`src/rtl/pspm_pkg.sv`:
```
// pspm_pkg: shared types, constants and the arctangent table of the pie-sector mask.
// Used by every module of the block; depends on nothing.
`default_nettype none
package pspm_pkg;

  localparam int MAX_DIM      = 1024;
  localparam int ANGLE_BITS   = 16;
  localparam int CORDIC_STEPS = 28;
  localparam int PRESCALE     = 20;

  localparam int DIM_W    = 11;
  localparam int PIX_W    = 10;
  localparam int PCT_W    = 7;
  localparam int FRAC_W   = 16;
  // doubled coordinates span -2047..2047
  localparam int COORD_W  = PIX_W + 3;
  // prescaled vector with CORDIC gain
  localparam int DATA_W   = COORD_W + PRESCALE + 1;
  localparam int TURN_W   = 32;
  localparam int SHIFT_W  = $clog2(CORDIC_STEPS);
  localparam int LATENCY  = CORDIC_STEPS + 2;

  localparam int CFG_IDX_W  = 4;
  localparam int CFG_DATA_W = 11;

  localparam logic [CFG_IDX_W-1:0] CFG_IMAGE_WIDTH  = CFG_IDX_W'(0);
  localparam logic [CFG_IDX_W-1:0] CFG_IMAGE_HEIGHT = CFG_IDX_W'(1);
  localparam logic [CFG_IDX_W-1:0] CFG_USED_PERCENT = CFG_IDX_W'(2);
  localparam logic [CFG_IDX_W-1:0] CFG_KEEP_BELOW   = CFG_IDX_W'(3);

  localparam logic [TURN_W-1:0] TURN_HALF    = 32'h8000_0000;
  localparam logic [TURN_W-1:0] TURN_QUARTER = 32'h4000_0000;

  typedef struct packed {
    logic [PIX_W-1:0] pixel_x;
    logic [PIX_W-1:0] pixel_y;
  } pixel_t;

  typedef struct packed {
    logic              keep;
    logic [FRAC_W-1:0] turn_fraction;
  } result_t;

  typedef struct packed {
    logic [DIM_W-1:0] image_width;
    logic [DIM_W-1:0] image_height;
    logic [PCT_W-1:0] used_percent;
    logic             keep_below;
  } cfg_t;

  // one slot of the rotation chain
  typedef struct packed {
    logic                     valid;
    logic                     bypass;
    logic signed [DATA_W-1:0] u;
    logic signed [DATA_W-1:0] v;
    logic [TURN_W-1:0]        z;
  } stage_t;

  // atan(2^-i) in units of 2^-32 turn
  function automatic logic [TURN_W-1:0] atan_turn(input int idx);
    logic [TURN_W-1:0] a;
    case (idx)
      0:  a = 32'h20000000;
      1:  a = 32'h12E4051E;
      2:  a = 32'h09FB385B;
      3:  a = 32'h051111D4;
      4:  a = 32'h028B0D43;
      5:  a = 32'h0145D7E1;
      6:  a = 32'h00A2F61E;
      7:  a = 32'h00517C55;
      8:  a = 32'h0028BE53;
      9:  a = 32'h00145F2F;
      10: a = 32'h000A2F98;
      11: a = 32'h000517CC;
      12: a = 32'h00028BE6;
      13: a = 32'h000145F3;
      14: a = 32'h0000A2FA;
      15: a = 32'h0000517D;
      16: a = 32'h000028BE;
      17: a = 32'h0000145F;
      18: a = 32'h00000A30;
      19: a = 32'h00000518;
      20: a = 32'h0000028C;
      21: a = 32'h00000146;
      22: a = 32'h000000A3;
      23: a = 32'h00000051;
      24: a = 32'h00000029;
      25: a = 32'h00000014;
      26: a = 32'h0000000A;
      27: a = 32'h00000005;
      default: a = '0;
    endcase
    return a;
  endfunction

endpackage
`default_nettype wire

```
`src/rtl/pspm_prep.sv`:
```
// pspm_prep: centres the pixel, handles the axes and the half-turn pre-rotation.
// Depends on pspm_pkg; feeds the first rotation cell.
`default_nettype none
module pspm_prep (
  input  wire logic             clk,
  input  wire logic             rst,
  input  wire logic             accept,
  input  wire pspm_pkg::pixel_t pixel,
  input  wire pspm_pkg::cfg_t   cfg,
  output pspm_pkg::stage_t      out
);

  localparam int CW = pspm_pkg::COORD_W;
  localparam int PAD = pspm_pkg::DATA_W - CW - pspm_pkg::PRESCALE;

  logic [pspm_pkg::DIM_W-1:0] w;
  logic [pspm_pkg::DIM_W-1:0] h;
  logic signed [CW-1:0]       ex;
  logic signed [CW-1:0]       ey;
  logic signed [CW-1:0]       uc;
  logic signed [CW-1:0]       vc;
  pspm_pkg::stage_t           out_next;

  always_comb begin
    w = (cfg.image_width > pspm_pkg::DIM_W'(pspm_pkg::MAX_DIM)) ?
        pspm_pkg::DIM_W'(pspm_pkg::MAX_DIM) : cfg.image_width;
    h = (cfg.image_height > pspm_pkg::DIM_W'(pspm_pkg::MAX_DIM)) ?
        pspm_pkg::DIM_W'(pspm_pkg::MAX_DIM) : cfg.image_height;
    ex = $signed({2'b00, pixel.pixel_x, 1'b1}) - $signed({2'b00, w});
    ey = $signed({2'b00, h}) - $signed({2'b00, pixel.pixel_y, 1'b1});

    out_next.valid  = accept;
    out_next.bypass = 1'b0;
    out_next.z      = '0;
    uc = ey;
    vc = ex;
    if (ex == '0) begin
      out_next.bypass = 1'b1;
      out_next.z      = ey[CW-1] ? pspm_pkg::TURN_HALF : '0;
    end else if (ey == '0) begin
      out_next.bypass = 1'b1;
      out_next.z      = (!ex[CW-1]) ? pspm_pkg::TURN_QUARTER :
                        (pspm_pkg::TURN_HALF + pspm_pkg::TURN_QUARTER);
    end else if (ey[CW-1]) begin
      // rotate by a half turn so the vector sits in the right half-plane
      uc = -ey;
      vc = -ex;
      out_next.z = pspm_pkg::TURN_HALF;
    end
    out_next.u = {{PAD{uc[CW-1]}}, uc, {pspm_pkg::PRESCALE{1'b0}}};
    out_next.v = {{PAD{vc[CW-1]}}, vc, {pspm_pkg::PRESCALE{1'b0}}};
  end

  always_ff @(posedge clk) begin
    if (rst) begin
      out.valid <= 1'b0;
    end else begin
      out.valid <= out_next.valid;
    end
    out.bypass <= out_next.bypass;
    out.u      <= out_next.u;
    out.v      <= out_next.v;
    out.z      <= out_next.z;
  end

endmodule
`default_nettype wire

```
`config.mk`:
```
export PLATFORM = sky130hd
export DESIGN_NAME = pspm_prep
export DESIGN_NICKNAME = d
export VERILOG_FILES = /design/src/rtl/pspm_pkg.sv /design/src/rtl/pspm_prep.sv
export SDC_FILE = /design/constraint.sdc
export NUM_CORES = 1
export LEC_CHECK = 0
export BUFFER_PORTS_ARGS = -buffer_cell sky130_fd_sc_hd__clkbuf_2
export CORE_MARGIN = 5
export CORE_UTILIZATION = 50
export CTS_CLUSTER_SIZE = 25
export DETAILED_ROUTE_END_ITERATION = 12
export HOLD_SLACK_MARGIN = 0.02
export PLACE_DENSITY = 0.95
export SYNTH_ARGS = -nofsm -noshare
export SYNTH_HDL_FRONTEND = slang
export SYNTH_SLANG_ARGS = --single-unit
```
`constraint.sdc`:
```
create_clock -name clk -period 4.35 [get_ports clk]
set_input_delay 0.435 -clock clk [delete_from_list [all_inputs] [get_ports clk]]
set_output_delay 0.435 -clock clk [all_outputs]
set_load 0.01 [all_outputs]
```
# ---- Yosys cells after proc, flatten, opt, wreduce, memory -nomap -nowiden
# Cells that the tools add are included.
# W data, S select, Z words.
dict set report op_classes {
  n_addsub 4
  reduce_logical 2
  muxes 13
  n_lt_le_gt_ge 2
}
# operator count
set op_table {}
lappend op_table {{$mux W32} 4}
lappend op_table {{$mux W13} 6}
lappend op_table {{$logic_not A13 Y1} 2}
lappend op_table {{$neg A12 Y13} 2}
lappend op_table {{$sub A11 B11 Y12} 2}
lappend op_table {{$gt A11 B11 Y1 const B} 2}
lappend op_table {{$mux W11} 2}
lappend op_table {{$mux W1} 1}
dict set report totals {
  regBits 60
  in_bits 53
  out_inout_bits 102
  elab_cells 26
}

# ---- Logic depth before layout (Yosys ltp)
dict set report logic_depth {
  depth_word 7
  ltp_mapped 13
  depth_no_buf 11
}

# ---- Least setup slack after synthesis
# OpenSTA, ideal clock, no wires.
dict set report synth_path {
  path_type {input to register}
  start {in cfg[29] (netlist name)}
  end {reg out[92] (netlist name)}
  cell_stages 11
  setup_ns 0.149
  t_arrival_ns 2.957
  path_slack_ns 1.244
  path_cell_list {clkinv_1 nand2_1 ha_1 nor2b_1 o2111ai_2 or4b_1 a311o_1 nor4_4 buf_6 a21oi_1 xor2_1}
}
# item line_no
set synth_lines {}
lappend synth_lines {{start, declared} pspm_prep.sv:9} ;# input wire pspm_pkg::cfg_t cfg,
lappend synth_lines {{end, declared} pspm_prep.sv:10} ;# output pspm_pkg::stage_t out

==> impl_metrics.ini <==
[cts]
cts_made_buffers = 5
postCtsHoldBufs = 0
cts_htree_levels = 2
ctsResizeCount = 0
cts_tree = built
cts_sinks = 30
cts_buffer_depth = 2
path_clk_slew_ns = 0.06
post-cts-setup-buffers = 0
clock-root-buffer = clkbuf_8

[yosys]
seq_area_frac_synth_pct = 19.8
synth_area_um2 = 3030
synthArstFlopShare_pct = 0
netlist_instances = 383
yosys.area.top_type = dfxtp_1
syn_area_per_cell_um2 = 7.91
synth.area.top_cells = dfxtp_1 (20%), buf_4 (18%), ha_1 (9.1%)
synth-warning-count = 0
synthFlopType = dfxtp_1
synth_edf_count = 0
synth.top_cell.area_share_pct = 19.8
synth_cell_types = 57
synth-seq-cells = 30

[critical_path]
crit_buf_inv = 3
required_ns = 4.50
start_kind = primary input
crit_chain = clkbuf_2 -> clkinv_1 -> nand2_1 -> ha_1 -> nor2b_1 -> o2111ai_2 -> or4b_1 -> a311o_1 -> nor4_4 -> buf_4 -> a221oi_1 -> xor2_1
end_kind = flop
path_max_fanout = 18
crit_family = simple AND/OR/NAND/NOR gates
worstPathArrival_ns = 3.38
slowest_delay_ns = 0.50
crit_type = primary input to flop
cpMaxStageDelayCell = or4b_1

[cells_and_area]
largest_reg_flops = 30
finish.utilization_pct = 55.2
fillers = 551
drive_gt1_share_pct = 19.6
nets = 529
final_common_cell = clkbuf_2
n_antenna_cell = 0
final_cell_mix = clkbuf_2 (76), conb_1 (70), a21oi_1 (33)
largest-register = out
fin_cells = 528
syn2layout_area_growth_pct = 7.84
stdcell_area_um2 = 3270
top_regs = out: 30 flops

[grt]
antenna_found_initial = 0
grt_pass1_wl_um = 11200
grt_pass1_vias = 2653
grt_use_total_pct = 17.6
grt_overflow = 0
grt_max_degree = 19

[routing]
vias = 2738
ant_nets = 0
drc_errors = 0
wire_per_inst_um = 13.0
routed_wl_um = 6840
first_iter_violations = 149
first_pass_iters = 4
viasPerCell = 5.19

[job]
cap_violations = 0

[placement]
port_buffers = 76
gp_congestion = 0.903
place_area_um2 = 3180
pre_cts_ws_ns = 0.864
placedCellCount = 520
dp_hpwl_um = 5640

[die]
core_area_um2 = 5920
num_rows = 28
dieWidth_um = 87.9
die-area_um2 = 7720
initial_core_util_pct = 51.2
die_height_um = 87.9
ios = 155

[pwr]
intPower_mw = 0.649
p_comb_share_pct = 43.8
cellPowerDensity_nw_per_um2 = 320
p_sw_mw = 0.398
switching_share_pct = 38.0
peakVddDrop_mv = 0.260
total_power_mw = 1.05
p_clk_share_pct = 22.0
pwr-share-seq_pct = 34.2
leakagePower_nw = 1.64

[sta]
fin_crit_sh_pct = 74.2
hold-worst-slack_ns = 0.304
setup_slack_ns = 1.12
fin_crit_ns = 3.23
setup_tns_ns = 0
rsz0062_at_grt = false
setup_violations = 0
slew_viol_final = 0
hold_violations = 0
fmax_mhz = 310
tightest_slew_ns = 1.11
slew-limit-headroom_pct = 25.2

[status]
status = complete, no violations

[min_path]
hp-class = primary input to flop
## worst paths after layout
check,from,end,slack (ns),cells past startpoint
setup / recovery,cfg[29],out[95]$_DFF_P_,1.12,12
hold / removal,rst,out[101]$_SDFF_PP0_,0.30,2
## power groups by stage
stage | sequential [mW] | clock, mW | combinational (mW)
detailed placement | 0.365 | 0 | 0.452
floorplan | 0.400 | 0 | 0.326
CTS | 0.359 | 0.237 | 0.454
global route | 0.365 | 0.248 | 0.507
global placement | 0.364 | 0 | 0.436
finish | 0.358 | 0.230 | 0.458
## cells in the mapped netlist (10+ instances only)
| cell type | instances |
|---|---|
| xnor2_1 | 13 |
| inv_1 | 19 |
| nand2_1 | 24 |
| a21oi_1 | 33 |
| clkbuf_1 | 10 |
| buf_4 | 72 |
| dfxtp_1 | 30 |
| ha_1 | 22 |
| nor2b_1 | 15 |
| xor2_1 | 16 |
| nor2_1 | 16 |
| o21ai_0 | 12 |
## kinds of logic after synthesis
| family | share of synthesized area (%) |
|---|---|
| xor+xnor | 8.38 |
| simple gates | 18.5 |
| fa+ha+maj | 10.4 |
| buf+inv | 22.1 |
| compound gates | 20.0 |
| other cells | 0.124 |
| mux | 0.661 |
| flops | 19.8 |
## cell type report
class | instances | area, um^2 | share of cell area (%)
clock inverters | 1 | 5.00 | 0.153
inverters | 20 | 75.1 | 2.30
flip-flops and latches | 30 | 601 | 18.4
multi-input cells | 318 | 2020 | 61.8
repair buffers | 77 | 388 | 11.9
well taps | 75 | 93.8 | 2.87
clock buffers | 7 | 86.3 | 2.64
## routing by layer
layer  vias up  GRT usage [%]  share of wire (%)
met5         -              0                  0
met2       165           28.8                 48
met1      1217           21.9                 39
li1       1334              -                  -
met3        22           3.86                9.9
met4         0           7.95                2.9
No activity file was read; power rests on OpenSTA's default activity.
