--- src/rtl/pspm_pkg.sv ---
// pspm_pkg: shared types, constants and the arctangent table of the pie-sector mask.
// Used by every module of the block; depends on nothing.
`default_nettype none
package pspm_pkg;

  localparam int MAX_DIM      = 1024;
  localparam int ANGLE_BITS   = 16;
  localparam int CORDIC_STEPS = 28;
  localparam int PRESCALE     = 20;

  localparam int DIM_W    = 11;
  localparam int PIX_W    = 10;
  localparam int PCT_W    = 7;
  localparam int FRAC_W   = 16;
  // doubled coordinates span -2047..2047
  localparam int COORD_W  = PIX_W + 3;
  // prescaled vector with CORDIC gain
  localparam int DATA_W   = COORD_W + PRESCALE + 1;
  localparam int TURN_W   = 32;
  localparam int SHIFT_W  = $clog2(CORDIC_STEPS);
  localparam int LATENCY  = CORDIC_STEPS + 2;

  localparam int CFG_IDX_W  = 4;
  localparam int CFG_DATA_W = 11;

  localparam logic [CFG_IDX_W-1:0] CFG_IMAGE_WIDTH  = CFG_IDX_W'(0);
  localparam logic [CFG_IDX_W-1:0] CFG_IMAGE_HEIGHT = CFG_IDX_W'(1);
  localparam logic [CFG_IDX_W-1:0] CFG_USED_PERCENT = CFG_IDX_W'(2);
  localparam logic [CFG_IDX_W-1:0] CFG_KEEP_BELOW   = CFG_IDX_W'(3);

  localparam logic [TURN_W-1:0] TURN_HALF    = 32'h8000_0000;
  localparam logic [TURN_W-1:0] TURN_QUARTER = 32'h4000_0000;

  typedef struct packed {
    logic [PIX_W-1:0] pixel_x;
    logic [PIX_W-1:0] pixel_y;
  } pixel_t;

  typedef struct packed {
    logic              keep;
    logic [FRAC_W-1:0] turn_fraction;
  } result_t;

  typedef struct packed {
    logic [DIM_W-1:0] image_width;
    logic [DIM_W-1:0] image_height;
    logic [PCT_W-1:0] used_percent;
    logic             keep_below;
  } cfg_t;

  // one slot of the rotation chain
  typedef struct packed {
    logic                     valid;
    logic                     bypass;
    logic signed [DATA_W-1:0] u;
    logic signed [DATA_W-1:0] v;
    logic [TURN_W-1:0]        z;
  } stage_t;

  // atan(2^-i) in units of 2^-32 turn
  function automatic logic [TURN_W-1:0] atan_turn(input int idx);
    logic [TURN_W-1:0] a;
    case (idx)
      0:  a = 32'h20000000;
      1:  a = 32'h12E4051E;
      2:  a = 32'h09FB385B;
      3:  a = 32'h051111D4;
      4:  a = 32'h028B0D43;
      5:  a = 32'h0145D7E1;
      6:  a = 32'h00A2F61E;
      7:  a = 32'h00517C55;
      8:  a = 32'h0028BE53;
      9:  a = 32'h00145F2F;
      10: a = 32'h000A2F98;
      11: a = 32'h000517CC;
      12: a = 32'h00028BE6;
      13: a = 32'h000145F3;
      14: a = 32'h0000A2FA;
      15: a = 32'h0000517D;
      16: a = 32'h000028BE;
      17: a = 32'h0000145F;
      18: a = 32'h00000A30;
      19: a = 32'h00000518;
      20: a = 32'h0000028C;
      21: a = 32'h00000146;
      22: a = 32'h000000A3;
      23: a = 32'h00000051;
      24: a = 32'h00000029;
      25: a = 32'h00000014;
      26: a = 32'h0000000A;
      27: a = 32'h00000005;
      default: a = '0;
    endcase
    return a;
  endfunction

endpackage
`default_nettype wire

--- src/rtl/pspm_cell.sv ---
// pspm_cell: one vectoring micro-rotation of the arctangent chain, registered.
// Depends on pspm_pkg; the shift and angle inputs are tied to constants per position.
`default_nettype none
module pspm_cell (
  input  wire logic                          clk,
  input  wire logic                          rst,
  input  wire logic [pspm_pkg::SHIFT_W-1:0]  shift,
  input  wire logic [pspm_pkg::TURN_W-1:0]   angle,
  input  wire pspm_pkg::stage_t              d_in,
  output pspm_pkg::stage_t                   d_out
);

  logic signed [pspm_pkg::DATA_W-1:0] du;
  logic signed [pspm_pkg::DATA_W-1:0] dv;
  pspm_pkg::stage_t                   d_next;

  always_comb begin
    // arithmetic shift is a floor division by 2^shift
    du = d_in.v >>> shift;
    dv = d_in.u >>> shift;
    d_next = d_in;
    if (!d_in.bypass) begin
      if (!d_in.v[pspm_pkg::DATA_W-1]) begin
        d_next.u = d_in.u + du;
        d_next.v = d_in.v - dv;
        d_next.z = d_in.z + angle;
      end else begin
        d_next.u = d_in.u - du;
        d_next.v = d_in.v + dv;
        d_next.z = d_in.z - angle;
      end
    end
  end

  always_ff @(posedge clk) begin
    if (rst) begin
      d_out.valid <= 1'b0;
    end else begin
      d_out.valid <= d_next.valid;
    end
    d_out.bypass <= d_next.bypass;
    d_out.u      <= d_next.u;
    d_out.v      <= d_next.v;
    d_out.z      <= d_next.z;
  end

endmodule
`default_nettype wire

--- config.mk ---
export PLATFORM = sky130hd
export DESIGN_NAME = pspm_cell
export DESIGN_NICKNAME = d
export VERILOG_FILES = /design/src/rtl/pspm_pkg.sv /design/src/rtl/pspm_cell.sv
export SDC_FILE = /design/constraint.sdc
export NUM_CORES = 1
export LEC_CHECK = 0
export ABC_CLOCK_PERIOD_IN_PS = 6350
export BUFFER_PORTS_ARGS = -buffer_cell sky130_fd_sc_hd__clkbuf_2
export CAP_MARGIN = 20
export CELL_PAD_IN_SITES_DETAIL_PLACEMENT = 0
export CELL_PAD_IN_SITES_GLOBAL_PLACEMENT = 1
export CORE_MARGIN = 2
export CORE_UTILIZATION = 40
export DETAILED_ROUTE_END_ITERATION = 10
export PLACE_DENSITY = 0.83
export SYNTH_ARGS = -nofsm -noshare
export SYNTH_HDL_FRONTEND = slang
export SYNTH_SLANG_ARGS = --single-unit
--- constraint.sdc ---
create_clock -name clk -period 6.35 [get_ports clk]
set_input_delay 0.9525 -clock clk [delete_from_list [all_inputs] [get_ports clk]]
set_output_delay 0.9525 -clock clk [all_outputs]
set_load 0.02 [all_outputs]
* Word level (Yosys, flattened, before mapping)
Cells that the tools add are included.
** Storage, ports and cells
- Bits in registers :: 102
- Bits in latches :: 0
- Memory bits (writable) :: 0
- Bits in read-only memories :: 0
- Input port bits :: 141
- Output and inout port bits :: 102
- Logic and storage cells :: 15
- Memories :: 0
** Operators by class
- Add/subtract/negate cells :: 6
- Multipliers :: 0
- Divide/modulo/power cells :: 0
- Order comparisons :: 0
- Eq/ne operators :: 0
- Shift operators :: 2
- Multiplexer cells :: 2
- Bitwise operators :: 0
- Reductions and logical operators :: 0
** Operators by type and width (count)
- 100-bit 2-to-1 mux :: 2
- 34-bit adder :: 2
- 34-bit by 5-bit >>> shifter with 34-bit output :: 2
- 34-bit subtractor :: 2
- 32-bit adder :: 1
- 32-bit subtractor :: 1

* Longest topological paths before layout
- Depth after elaboration :: 4
- Mapped depth :: 27
- Gate-level depth less buffers :: 23

* Least setup slack after synthesis
No wires, ideal clock.
- Path kind :: input-to-reg
- From :: input port shift[0] (netlist name)
- To :: register d_out[65] (netlist name)
- Library setup time :: 0.069 ns
- Arrival :: 6.011 ns
- Data required time :: 6.281 ns
- Slack :: 0.270 ns
- Stages on the path :: 24
- Path buffers :: 4
- Path through :: buf_6 > buf_12 > buf_8 > buf_6 > mux2_4 > mux2_2 > a32o_1 > a211oi_1 > ha_1 > inv_1 > nor4_2 > a31oi_1 > xnor2_1 > ha_1 > a211oi_1 > o21bai_1 > a211oi_1 > o21ai_0 > a2111oi_0 > nor3_1 > a41o_1 > o41ai_1 > xnor3_1 > o21ai_1
** RTL lines
- start: declaration :: RTL line pspm_cell.sv:7 : input wire logic [pspm_pkg::SHIFT_W-1:0] shift,
- end: declaration :: RTL line pspm_cell.sv:10 : output pspm_pkg::stage_t d_out

==> results.py <==
metrics = {
    "layout": {
        "largest_register": "d_out",
        "utilization_pct": 52.49,
        "nets": 2657,
        "areaGrowthSynthToFinish_pct": 29.52,
        "reg_top3": "d_out: 102 flops",
        "largest_reg_flops": 102,
        "final_cell_mix": "348 x buf_4, 238 x clkbuf_2, 213 x nand2_1",
        "stdcell_count": 2930,
        "final_common_cell": "buf_4",
        "post_route_cells_drive_above_1_share_pct": 32.13,
        "fin_area_mm2": 0.01977,
    },
    "drt": {
        "postRouteWirelength_um": 66330,
        "wl_per_cell_um": 22.64,
        "first_pass_iters": 8,
        "via_count": 17440,
        "ant_nets": 0,
        "vias_per_cell": 5.952,
        "drc": 0,
        "drtIter0Drc": 1439,
    },
    "clocking": {
        "cts_buffers": 9,
        "cts_root_buffer": "clkbuf_16",
        "cts_tree": "done",
        "clockBufferDepth": 2,
        "cts.clk_slew.worst_paths_ns": 0.08,
        "clock_sinks": 102,
        "htreeDepth": 3,
    },
    "critical_path": {
        "startpoint_type": "input port",
        "path_class": "in2reg",
        "end_kind": "flop",
        "max_stage_delay_ns": 0.51,
        "cp_num_buf_inv": 5,
        "path_delay_family": "compound AO/OA/AOI/OAI gates",
        "critical_path.max_fanout": 22,
        "cp.arrival_ns": 6.35,
        "slowest_stage": "o31ai_1",
        "path_cells": "clkbuf_2, buf_12, buf_4, nand2b_1, o22ai_1, o31ai_1, o221a_2, and4b_1, nand4_1, nor2b_2, buf_4, nand2_1, a221o_1, ha_1, inv_1, nor2_1, o21a_1, o21ai_0, a211oi_1, nor3_1, o41a_1, nor4_1, nor3_1, xnor2_1",
        "worst_ep_required_time_ns": 6.65,
    },
    "logic_synthesis": {
        "synthArstFlopShare_pct": 0,
        "ys_ff_latch": 102,
        "synth-xor-area-share_pct": 8.925,
        "yosys.area_share.simple_pct": 19.17,
        "muxShareOfSynthArea_pct": 19.53,
        "synthCells": 1914,
        "synth_nets": 2158,
        "synth-compound-area-share_pct": 25.55,
        "synthAdderAreaFrac_pct": 8.589,
        "seq_area_frac_synth_pct": 13.38,
        "ys_types": 99,
        "synth_warnings": 0,
        "syn-cell-area_mm2": 0.01527,
        "synth_edf_count": 0,
        "synth_top_family_by_area": "compound AO/OA/AOI/OAI gates",
        "syn_avg_cell_area_um2": 7.976,
        "synth_flop_cell": "dfxtp_1",
    },
    "place": {
        "io_buffers": 242,
        "dp.cells": 2913,
        "dp_hpwl_um": 54530,
        "dpl_cell_area_mm2": 0.01939,
        "gp_congestion": 1.011,
    },
    "floorplanning": {
        "chipHeight_um": 199.4,
        "core_area_mm2": 0.03767,
        "dieArea_mm2": 0.03974,
        "die_x_um": 199.4,
        "start_util_pct": 40.53,
        "boundaryPins": 243,
        "rows": 71,
    },
    "global_routing": {
        "grt_max_degree": 104,
        "grt_pass1_vias": 16690,
        "gr-total-overflow": 0,
        "grt_pass1_wl_um": 98900,
        "groute.usage.overall_pct": 33.16,
        "antenna_found_initial": 2,
    },
    "timing": {
        "fin_crit_sh_pct": 95.24,
        "fin_setup_tns_ns": 0,
        "setup_viol": 0,
        "worstMarginPinSlew_ns": 0.8387,
        "fin_crit_ns": 6.048,
        "slew_headroom_pct": 44.08,
        "timing.fmax_mhz": 165.4,
        "hold_viol_final": 0,
        "drv_slew": 0,
    },
    "power_and_ir_drop": {
        "leakage_nw": 8.994,
        "vdd_drop_max_mv": 0.1615,
        "powerDensity_mw_per_mm2": 203.6,
        "power_mw": 4.027,
    },
    "outcome": {
        "status": "finished, final reports clean",
    },
    "min_path": {
        "hold_path.class": "in2reg",
    },
    "run": {
        "drv_cap": 0,
    },
}
kinds of logic after synthesis:
kind of cell	count (synthesis)
flip-flops	102
adder cells (fa/ha/maj)	103
buffers and inverters	158
AO/OA/AOI/OAI	591
AND/OR/NAND/NOR	610
multiplexers	196
XOR/XNOR	154
cell type report:
type	count	area (µm²)
Sequential cell	102	2042
Antenna cell	1	2.502
Inverter	46	172.7
Timing Repair Buffer	600	4051
Clock inverter	7	87.58
Multi-Input combinational cell	1654	12550
Clock buffer	9	225.2
Fill cell	3714	17890
Tap cell	511	639.4
what timing repair did:
item,in CTS,in global routing
hold buffers,0,0
resized for setup,0,17
hold endpoints to repair,0,0
buffers inserted,0,0
endpoints found under the setup margin,0,9
layer usage:
layer / GRT usage [%] / wire length (µm)
met1: 43.20 / 28960
met2: 52.66 / 29220
met3: 6.278 / 5161
met4: 16.10 / 2987
met5: 0 / 0
stage by stage:
step | setup WS [ns] | hold slack, ns
6_report | 0.3023 | 0.6862
5_1_grt | -0.01051 | 0.6922
4_1_cts | 0.08351 | 0.6731
3_5_place_dp | -0.2863 | 1.116
3_3_place_gp | -0.1420 | 1.108
2_1_floorplan | 0.2697 | 0.9802
cells in the mapped netlist, types with 11 or more instances:
cell type  instances  area share [%]
nand2_1          213             5.2
o21ai_0          156             5.1
nor2_1           152             3.7
a21oi_1          116             3.8
dfxtp_1          102              13
ha_1             100             8.2
xnor2_1           93             5.3
mux4_2            71              10
mux2i_1           70             4.6
nor3_1            64             2.1
clkbuf_1          60             1.5
xor2_1            60             3.4
inv_1             46             1.1
a21o_1            44             2.2
mux2_2            42             3.1
nand2b_1          34             1.4
nand3_1           33             1.1
a211oi_1          32             1.6
a31oi_1           31             1.3
o21a_1            25             1.2
o31ai_1           22             1.1
buf_2             21            0.69
and3_1            17            0.70
buf_1             17            0.42
nor4_1            14            0.57
o211ai_1          14            0.69
o21bai_1          14            0.69
and2_1            13            0.53
nor2b_1           13            0.53
o22ai_1           11            0.45
worst paths after layout:
path	from	to	slack (ns)	cells past startpoint
setup / recovery	shift[3]	d_out[99]	0.30	24
hold / removal	rst	d_out[101]	0.69	2
power breakdown:
part / internal [mW] / switching [mW] / leakage [nW] / total [mW]
logic: 1.14 / 1.44 / 7.99 / 2.58
registers: 0.780 / 0.0408 / 0.860 / 0.821
clock network: 0.315 / 0.313 / 0.148 / 0.629
total: 2.24 / 1.79 / 8.99 / 4.03
(Power assumes the default switching activity.)
