[src/rtl/pspm_pkg.sv]
// pspm_pkg: shared types, constants and the arctangent table of the pie-sector mask.
// Used by every module of the block; depends on nothing.
`default_nettype none
package pspm_pkg;

  localparam int MAX_DIM      = 1024;
  localparam int ANGLE_BITS   = 16;
  localparam int CORDIC_STEPS = 28;
  localparam int PRESCALE     = 20;

  localparam int DIM_W    = 11;
  localparam int PIX_W    = 10;
  localparam int PCT_W    = 7;
  localparam int FRAC_W   = 16;
  // doubled coordinates span -2047..2047
  localparam int COORD_W  = PIX_W + 3;
  // prescaled vector with CORDIC gain
  localparam int DATA_W   = COORD_W + PRESCALE + 1;
  localparam int TURN_W   = 32;
  localparam int SHIFT_W  = $clog2(CORDIC_STEPS);
  localparam int LATENCY  = CORDIC_STEPS + 2;

  localparam int CFG_IDX_W  = 4;
  localparam int CFG_DATA_W = 11;

  localparam logic [CFG_IDX_W-1:0] CFG_IMAGE_WIDTH  = CFG_IDX_W'(0);
  localparam logic [CFG_IDX_W-1:0] CFG_IMAGE_HEIGHT = CFG_IDX_W'(1);
  localparam logic [CFG_IDX_W-1:0] CFG_USED_PERCENT = CFG_IDX_W'(2);
  localparam logic [CFG_IDX_W-1:0] CFG_KEEP_BELOW   = CFG_IDX_W'(3);

  localparam logic [TURN_W-1:0] TURN_HALF    = 32'h8000_0000;
  localparam logic [TURN_W-1:0] TURN_QUARTER = 32'h4000_0000;

  typedef struct packed {
    logic [PIX_W-1:0] pixel_x;
    logic [PIX_W-1:0] pixel_y;
  } pixel_t;

  typedef struct packed {
    logic              keep;
    logic [FRAC_W-1:0] turn_fraction;
  } result_t;

  typedef struct packed {
    logic [DIM_W-1:0] image_width;
    logic [DIM_W-1:0] image_height;
    logic [PCT_W-1:0] used_percent;
    logic             keep_below;
  } cfg_t;

  // one slot of the rotation chain
  typedef struct packed {
    logic                     valid;
    logic                     bypass;
    logic signed [DATA_W-1:0] u;
    logic signed [DATA_W-1:0] v;
    logic [TURN_W-1:0]        z;
  } stage_t;

  // atan(2^-i) in units of 2^-32 turn
  function automatic logic [TURN_W-1:0] atan_turn(input int idx);
    logic [TURN_W-1:0] a;
    case (idx)
      0:  a = 32'h20000000;
      1:  a = 32'h12E4051E;
      2:  a = 32'h09FB385B;
      3:  a = 32'h051111D4;
      4:  a = 32'h028B0D43;
      5:  a = 32'h0145D7E1;
      6:  a = 32'h00A2F61E;
      7:  a = 32'h00517C55;
      8:  a = 32'h0028BE53;
      9:  a = 32'h00145F2F;
      10: a = 32'h000A2F98;
      11: a = 32'h000517CC;
      12: a = 32'h00028BE6;
      13: a = 32'h000145F3;
      14: a = 32'h0000A2FA;
      15: a = 32'h0000517D;
      16: a = 32'h000028BE;
      17: a = 32'h0000145F;
      18: a = 32'h00000A30;
      19: a = 32'h00000518;
      20: a = 32'h0000028C;
      21: a = 32'h00000146;
      22: a = 32'h000000A3;
      23: a = 32'h00000051;
      24: a = 32'h00000029;
      25: a = 32'h00000014;
      26: a = 32'h0000000A;
      27: a = 32'h00000005;
      default: a = '0;
    endcase
    return a;
  endfunction

endpackage
`default_nettype wire

[src/rtl/pspm_final.sv]
// pspm_final: rounds the angle to a turn fraction and tests it against the sector.
// Depends on pspm_pkg; takes the last rotation cell and drives the result register.
`default_nettype none
module pspm_final (
  input  wire logic              clk,
  input  wire logic              rst,
  input  wire pspm_pkg::stage_t  d_in,
  input  wire pspm_pkg::cfg_t    cfg,
  output logic                   done,
  output pspm_pkg::result_t      result
);

  localparam int AB  = pspm_pkg::ANGLE_BITS;
  localparam int TW  = pspm_pkg::TURN_W;
  localparam int CMP_W = AB + pspm_pkg::PCT_W;
  localparam logic [pspm_pkg::PCT_W-1:0] HUNDRED = pspm_pkg::PCT_W'(100);

  logic [TW-1:0]               rounded;
  logic [AB-1:0]               frac;
  logic [pspm_pkg::PCT_W-1:0]  pct;
  logic [CMP_W-1:0]            lhs;
  logic [CMP_W-1:0]            rhs;
  logic                        below;
  pspm_pkg::result_t           result_next;

  always_comb begin
    // round half up; a full turn wraps to zero
    rounded = d_in.z + (TW'(1) << (TW - 1 - AB));
    frac    = rounded[TW-1 -: AB];
    pct     = (cfg.used_percent > HUNDRED) ? HUNDRED : cfg.used_percent;
    lhs     = CMP_W'(frac) * CMP_W'(100);
    rhs     = CMP_W'(HUNDRED - pct) << AB;
    below   = lhs < rhs;
    result_next.keep          = cfg.keep_below ? below : !below;
    result_next.turn_fraction = pspm_pkg::FRAC_W'(frac);
  end

  always_ff @(posedge clk) begin
    if (rst) begin
      done <= 1'b0;
    end else begin
      done <= d_in.valid;
    end
    result <= result_next;
  end

endmodule
`default_nettype wire

[config.mk]
export PLATFORM = sky130hd
export DESIGN_NAME = pspm_final
export DESIGN_NICKNAME = d
export VERILOG_FILES = /design/src/rtl/pspm_pkg.sv /design/src/rtl/pspm_final.sv
export SDC_FILE = /design/constraint.sdc
export NUM_CORES = 1
export LEC_CHECK = 0
export BUFFER_PORTS_ARGS = -buffer_cell sky130_fd_sc_hd__buf_4
export CORE_MARGIN = 2
export CORE_UTILIZATION = 39
export DETAILED_ROUTE_END_ITERATION = 10
export GPL_TIMING_DRIVEN = 0
export PLACE_DENSITY_LB_ADDON = 0.2
export SLEW_MARGIN = 20
export SYNTH_ARGS = -nofsm -noshare
export SYNTH_HDL_FRONTEND = slang
export SYNTH_SLANG_ARGS = --single-unit
[constraint.sdc]
create_clock -name clk -period 5.9 [get_ports clk]
set_clock_uncertainty 0.1 [all_clocks]
set_input_delay 1.18 -clock clk [delete_from_list [all_inputs] [get_ports clk]]
set_output_delay 1.18 -clock clk [all_outputs]
set_load 0.1 [all_outputs]
# Word level (Yosys, flattened, before mapping)
# Index checks and enable logic that the tools add are counted.
# totals
reg_bits	18
latchBits	0
mem_bits_rw	0
mem_bits_ro	0
out_inout_bits	18
elab_cells	11
n_memories	0
# classes
add_sub_neg	2
multipliers	1
n_div	0
n_lt_le_gt_ge	2
eq_ne	0
n_shift	0
n_mux	2
bitwise_logic	0
n_reduce_logical	1
# op_table
operator	count
$add 32x16->32 const B	1
$lt 23x23->1	1
$mul 16x5->21 const B	1
$gt 7x7->1 const B	1
$mux 7	1
$sub 7x7->7 const A	1
$logic_not 1->1	1
$mux 1	1

# Logic depth before layout (Yosys ltp)
# logic_depth
ltp_word	6
ltp_mapped	25
depth_no_buf	24

# Worst setup path before layout
# No wires, ideal clock.
# synth_path
kind	input -> register
startpoint	input port d_in[19] (netlist bit)
endpoint	register result[16] (netlist bit)
setup_time_ns	0.128
arrival_time_ns	5.861
required_ns	5.672
path_slack_ns	-0.189
cell_stages	24
path_buffers	1
path_cell_list	and3_1 > and3_1 > clkbuf_1 > nand3_1 > xnor2_1 > ha_1 > ha_1 > inv_1 > fa_1 > inv_1 > ha_1 > nand3_2 > o211ai_1 > a221oi_2 > o21ai_2 > a31oi_1 > xnor2_1 > ha_1 > a21o_1 > a211oi_1 > and3b_1 > o2111a_1 > a311oi_2 > xor2_1
# synth_lines
element	line_no	source
from (decl)	pspm_final.sv:7	input wire pspm_pkg::stage_t d_in,
to (signal assigned)	pspm_final.sv:44	result <= result_next;
to (decl)	pspm_final.sv:10	output pspm_pkg::result_t result

==> out/metrics.csv <==
stage;metric;value;unit
grt;overflow;0;
setup_path;crit_path_end_kind;register;
setup_path;slowest_stage;fa_1;
cts;h-tree-depth;1;
worst_hold_path;min_from;rst;
sta;post-route-period-util;1.010;
outcome;violations;negative setup slack;
grt;grt_pass1_vias;1894;
sta;max_clock_freq;167.9;MHz
synthesis;synthCells;248;
floorplan;num_io_pins;152;
floorplan;core_area;5574;um^2
placed_design;hpwl;3878;um
layout;stdcell_count;398;
synthesis;syn-num-nets;450;
drt;wl;6227;um
layout;fin_util;0.6370;
layout;n_fill_cell;421;
drt;via_per_inst;5.068;
sta;rsz0062_at_grt;yes;
cts;cts-buffers-inserted;3;
cts;cts_tree;done;
synthesis;synthSimpleGateAreaFrac;0.1271;
worst_hold_path;hold_depth;2;
synthesis;synth_compound_area_frac;0.1359;
layout;diodes;0;
setup_path;crit_fanout;5;
cts;root_buffer;clkbuf_8;
sta;layout_setup_ws;-57.20;ps
drt;drc;0;
sta;relSlewSlack;0.6732;
synthesis;synth_top_family_by_area;adder cells;
sta;fin_crit;5957;ps
placed_design;placed_cells;365;
synthesis;synthTopCellsByArea;ha_1 (32%), dfxtp_1 (16%), fa_1 (7.9%), xor2_1 (5.8%), inv_1 (5.6%);
synthesis;synth_ff_type;dfxtp_1;
pwr;peakVddDrop;192.7;uV
drt;first_pass_iters;4;
synthesis;synth_top_area_frac;0.3247;
layout;syn_to_final_growth;56.19;%
drt;drtIter0Drc;49;
floorplan;start_util;0.4079;
synthesis;synth_warnings;0;
pwr;cellLeakagePower;1.643;nW
setup_path;critPathArrivalTime;6000;ps
grt;grt_pass1_wl;8245;um
synthesis;synth-xor-area-share;0.1117;
sta;worstMarginPinSlew;477.9;ps
grt;grt_use_total;0.1605;
setup_path;worstSetupStartpointType;input pin;
synthesis;synth_edf_count;0;
synthesis;synth_fa_ha_area_frac;0.4040;
synthesis;synth_area_leader_cell;ha_1;
setup_path;cpPeakStageDelay;580;ps
cts;cts_buffer_depth;2;
drt;wl_per_cell;15.65;um
floorplan;fp-row-count;27;
worst_hold_path;worstHoldEndpoint;done;
worst_hold_path;hold_path.class;in -> reg;
outcome;status;complete, but fails checks;
sta;setup_violations;1;
synthesis;seq_area_frac_synth;0.1585;
drt;vias;2017;
sta;slew_viol_final;0;
placed_design;routabilityCongestion;0.8038;
floorplan;die_x;80.35;um
setup_path;cp_common_cell;ha_4;
floorplan;die_area;6456;um^2
synthesis;muxShareOfSynthArea;0.004953;
floorplan;dieHeight;80.35;um
grt;antenna_found_initial;0;
setup_path;path_class;in -> reg;
layout;drive_above_1_share;0.4571;
setup_path;cp.required;5940;ps
synthesis;synth.avg_cell_area;9.167;um^2
run;max_cap_violations;0;
synthesis;ys_types;39;
synthesis;syn_area;2273;um^2
pwr;power;0.8615;mW
synthesis;synth-seq-cells;18;
setup_path;worstPathCellList;buf_8, and3_4, and3_4, buf_8, nand3_4, xor2_2, inv_2, ha_4, ha_4, fa_1, ha_4, a21oi_2, o211ai_1, a221oi_2, o21ai_2, buf_4, a221oi_2, xnor2_1, ha_1, a211oi_2, and3b_1, o2111a_1, a311oi_2, xor2_1;
drt;antenna_left;0;
cts;clk_pin_slew;80;ps
layout;nets;530;
synthesis;async_flop_share;0;
cts;cts_sinks;18;
placed_design;port_buffers;45;
sta;hold_violations;0;
grt;grt_max_degree;10;
pwr;powerDensity;242.6;nW/um^2
-- per-layer routing --
metal  routed length, um  global-route usage  vias up
li1                    -                   -     1021
met1                2767              0.2225      953
met2                3208              0.2667       39
met3                 203             0.02247        4
met4                  47             0.03051        0
met5                   0                   0        -
-- synth_stat cells, types with 2 or more instances --
| cell | instances |
|---|---|
| nor2b_1 | 2 |
| o211ai_1 | 2 |
| o21a_1 | 3 |
| o21ai_0 | 8 |
| nor2_1 | 8 |
| ha_1 | 59 |
| inv_1 | 34 |
| dfxtp_1 | 18 |
| xnor2_1 | 14 |
| nand2_1 | 14 |
| nand3_1 | 9 |
| nor3_1 | 4 |
| a31oi_1 | 3 |
| o21ai_2 | 2 |
| nand2b_1 | 3 |
| xor2_1 | 15 |
| a21oi_1 | 8 |
| a221oi_2 | 2 |
| and3_1 | 8 |
| a21o_1 | 5 |
| fa_1 | 9 |
-- layout make-up --
type | instances | area [um^2] | share of cell area
clock buffers | 3 | 41.29 | 0.01163
plain buffers | 1 | 15.01 | 0.004228
inverters | 34 | 127.6 | 0.03594
repair buffers | 75 | 589.3 | 0.1660
well taps | 72 | 90.09 | 0.02537
flip-flops and latches | 18 | 360.3 | 0.1015
multi-input cells | 195 | 2327 | 0.6554
-- worst max-delay path by stage --
| stage | startpoint | end | slack, ps | depth (start not counted) |
|---|---|---|---|---|
| 2_1_floorplan | d_in[19] | result[16] | 4 | 23 |
| 3_3_place_gp | d_in[17] | result[16] | -590 | 25 |
| 3_5_place_dp | d_in[15] | result[16] | -680 | 24 |
| 4_1_cts | d_in[15] | result[16] | 20 | 24 |
| 5_1_grt | d_in[17] | result[16] | -280 | 24 |
| 6_report | d_in[17] | result[16] | -60 | 24 |
-- registers in the layout (all words and copies together) (netlist names) --
name,flops
done,1
result,17
-- cells in the final DEF, fill, tap and decap left out, types with 3 or more instances in the layout --
master	netlist	layout
buf_4	0	71
ha_1	59	39
inv_1	34	28
ha_4	0	18
dfxtp_1	18	18
nand2_1	14	11
xnor2_1	14	8
xor2_1	15	8
fa_1	9	8
o21ai_0	8	7
inv_2	0	6
nand3_4	0	5
xor2_2	0	5
a21oi_1	8	5
a21o_1	5	5
and3_4	0	4
and3_1	8	4
buf_8	0	4
nand3_1	9	4
nor3_1	4	4
nor2_1	8	4
nor2_4	0	3
xnor2_2	0	3
nand2_2	0	3
xnor2_4	0	3
a21oi_2	0	3
a31oi_1	3	3
nand2b_1	3	3
o21a_1	3	3
clkbuf_8	0	3
-- where the power goes --
| part | internal, mW | leakage, nW | total (mW) | switching [mW] |
|---|---|---|---|---|
| clock network | 0.0454 | 0.0216 | 0.0912 | 0.0457 |
| registers | 0.133 | 0.152 | 0.136 | 0.00291 |
| logic | 0.282 | 1.47 | 0.635 | 0.353 |
-- worst max-delay path: cells and delay by family --
family	cells	cell delay (ps)
fa+ha+maj	5	1590
buf+inv	4	480
compound gates	8	1490
simple gates	4	710
xor+xnor	3	560
-- per-stage QoR --
step / setup TNS, ps / setup WS [ps] / area (um^2) / hold slack, ps
final: -57.20 / -57.20 / 3551 / 968.6
after detailed placement: -683.3 / -683.3 / 2740 / 1239
after floorplan: 0 / 3.878 / 2312 / 1152
after CTS: 0 / 15.11 / 3085 / 963.5
after global routing: -281.5 / -281.5 / 3551 / 984.1
after global placement: -588.7 / -588.7 / 2740 / 1235
-- timing repair --
action,4_1_cts,5_1_grt
setup endpoints to repair,1,1
hold buffers,0,0
buffers inserted,17,13
gates resized for setup,26,58
pin swaps,17,51
-- cell families after synthesis --
kind of cell	after synthesis
adders and majority gates	68
and+or+nand+nor	55
AOI/OAI and AO/OA	42
buffers and inverters	35
xor gates and xnor gates	29
DFF	18
muxes	1
No activity file was read; power rests on OpenSTA's default activity.
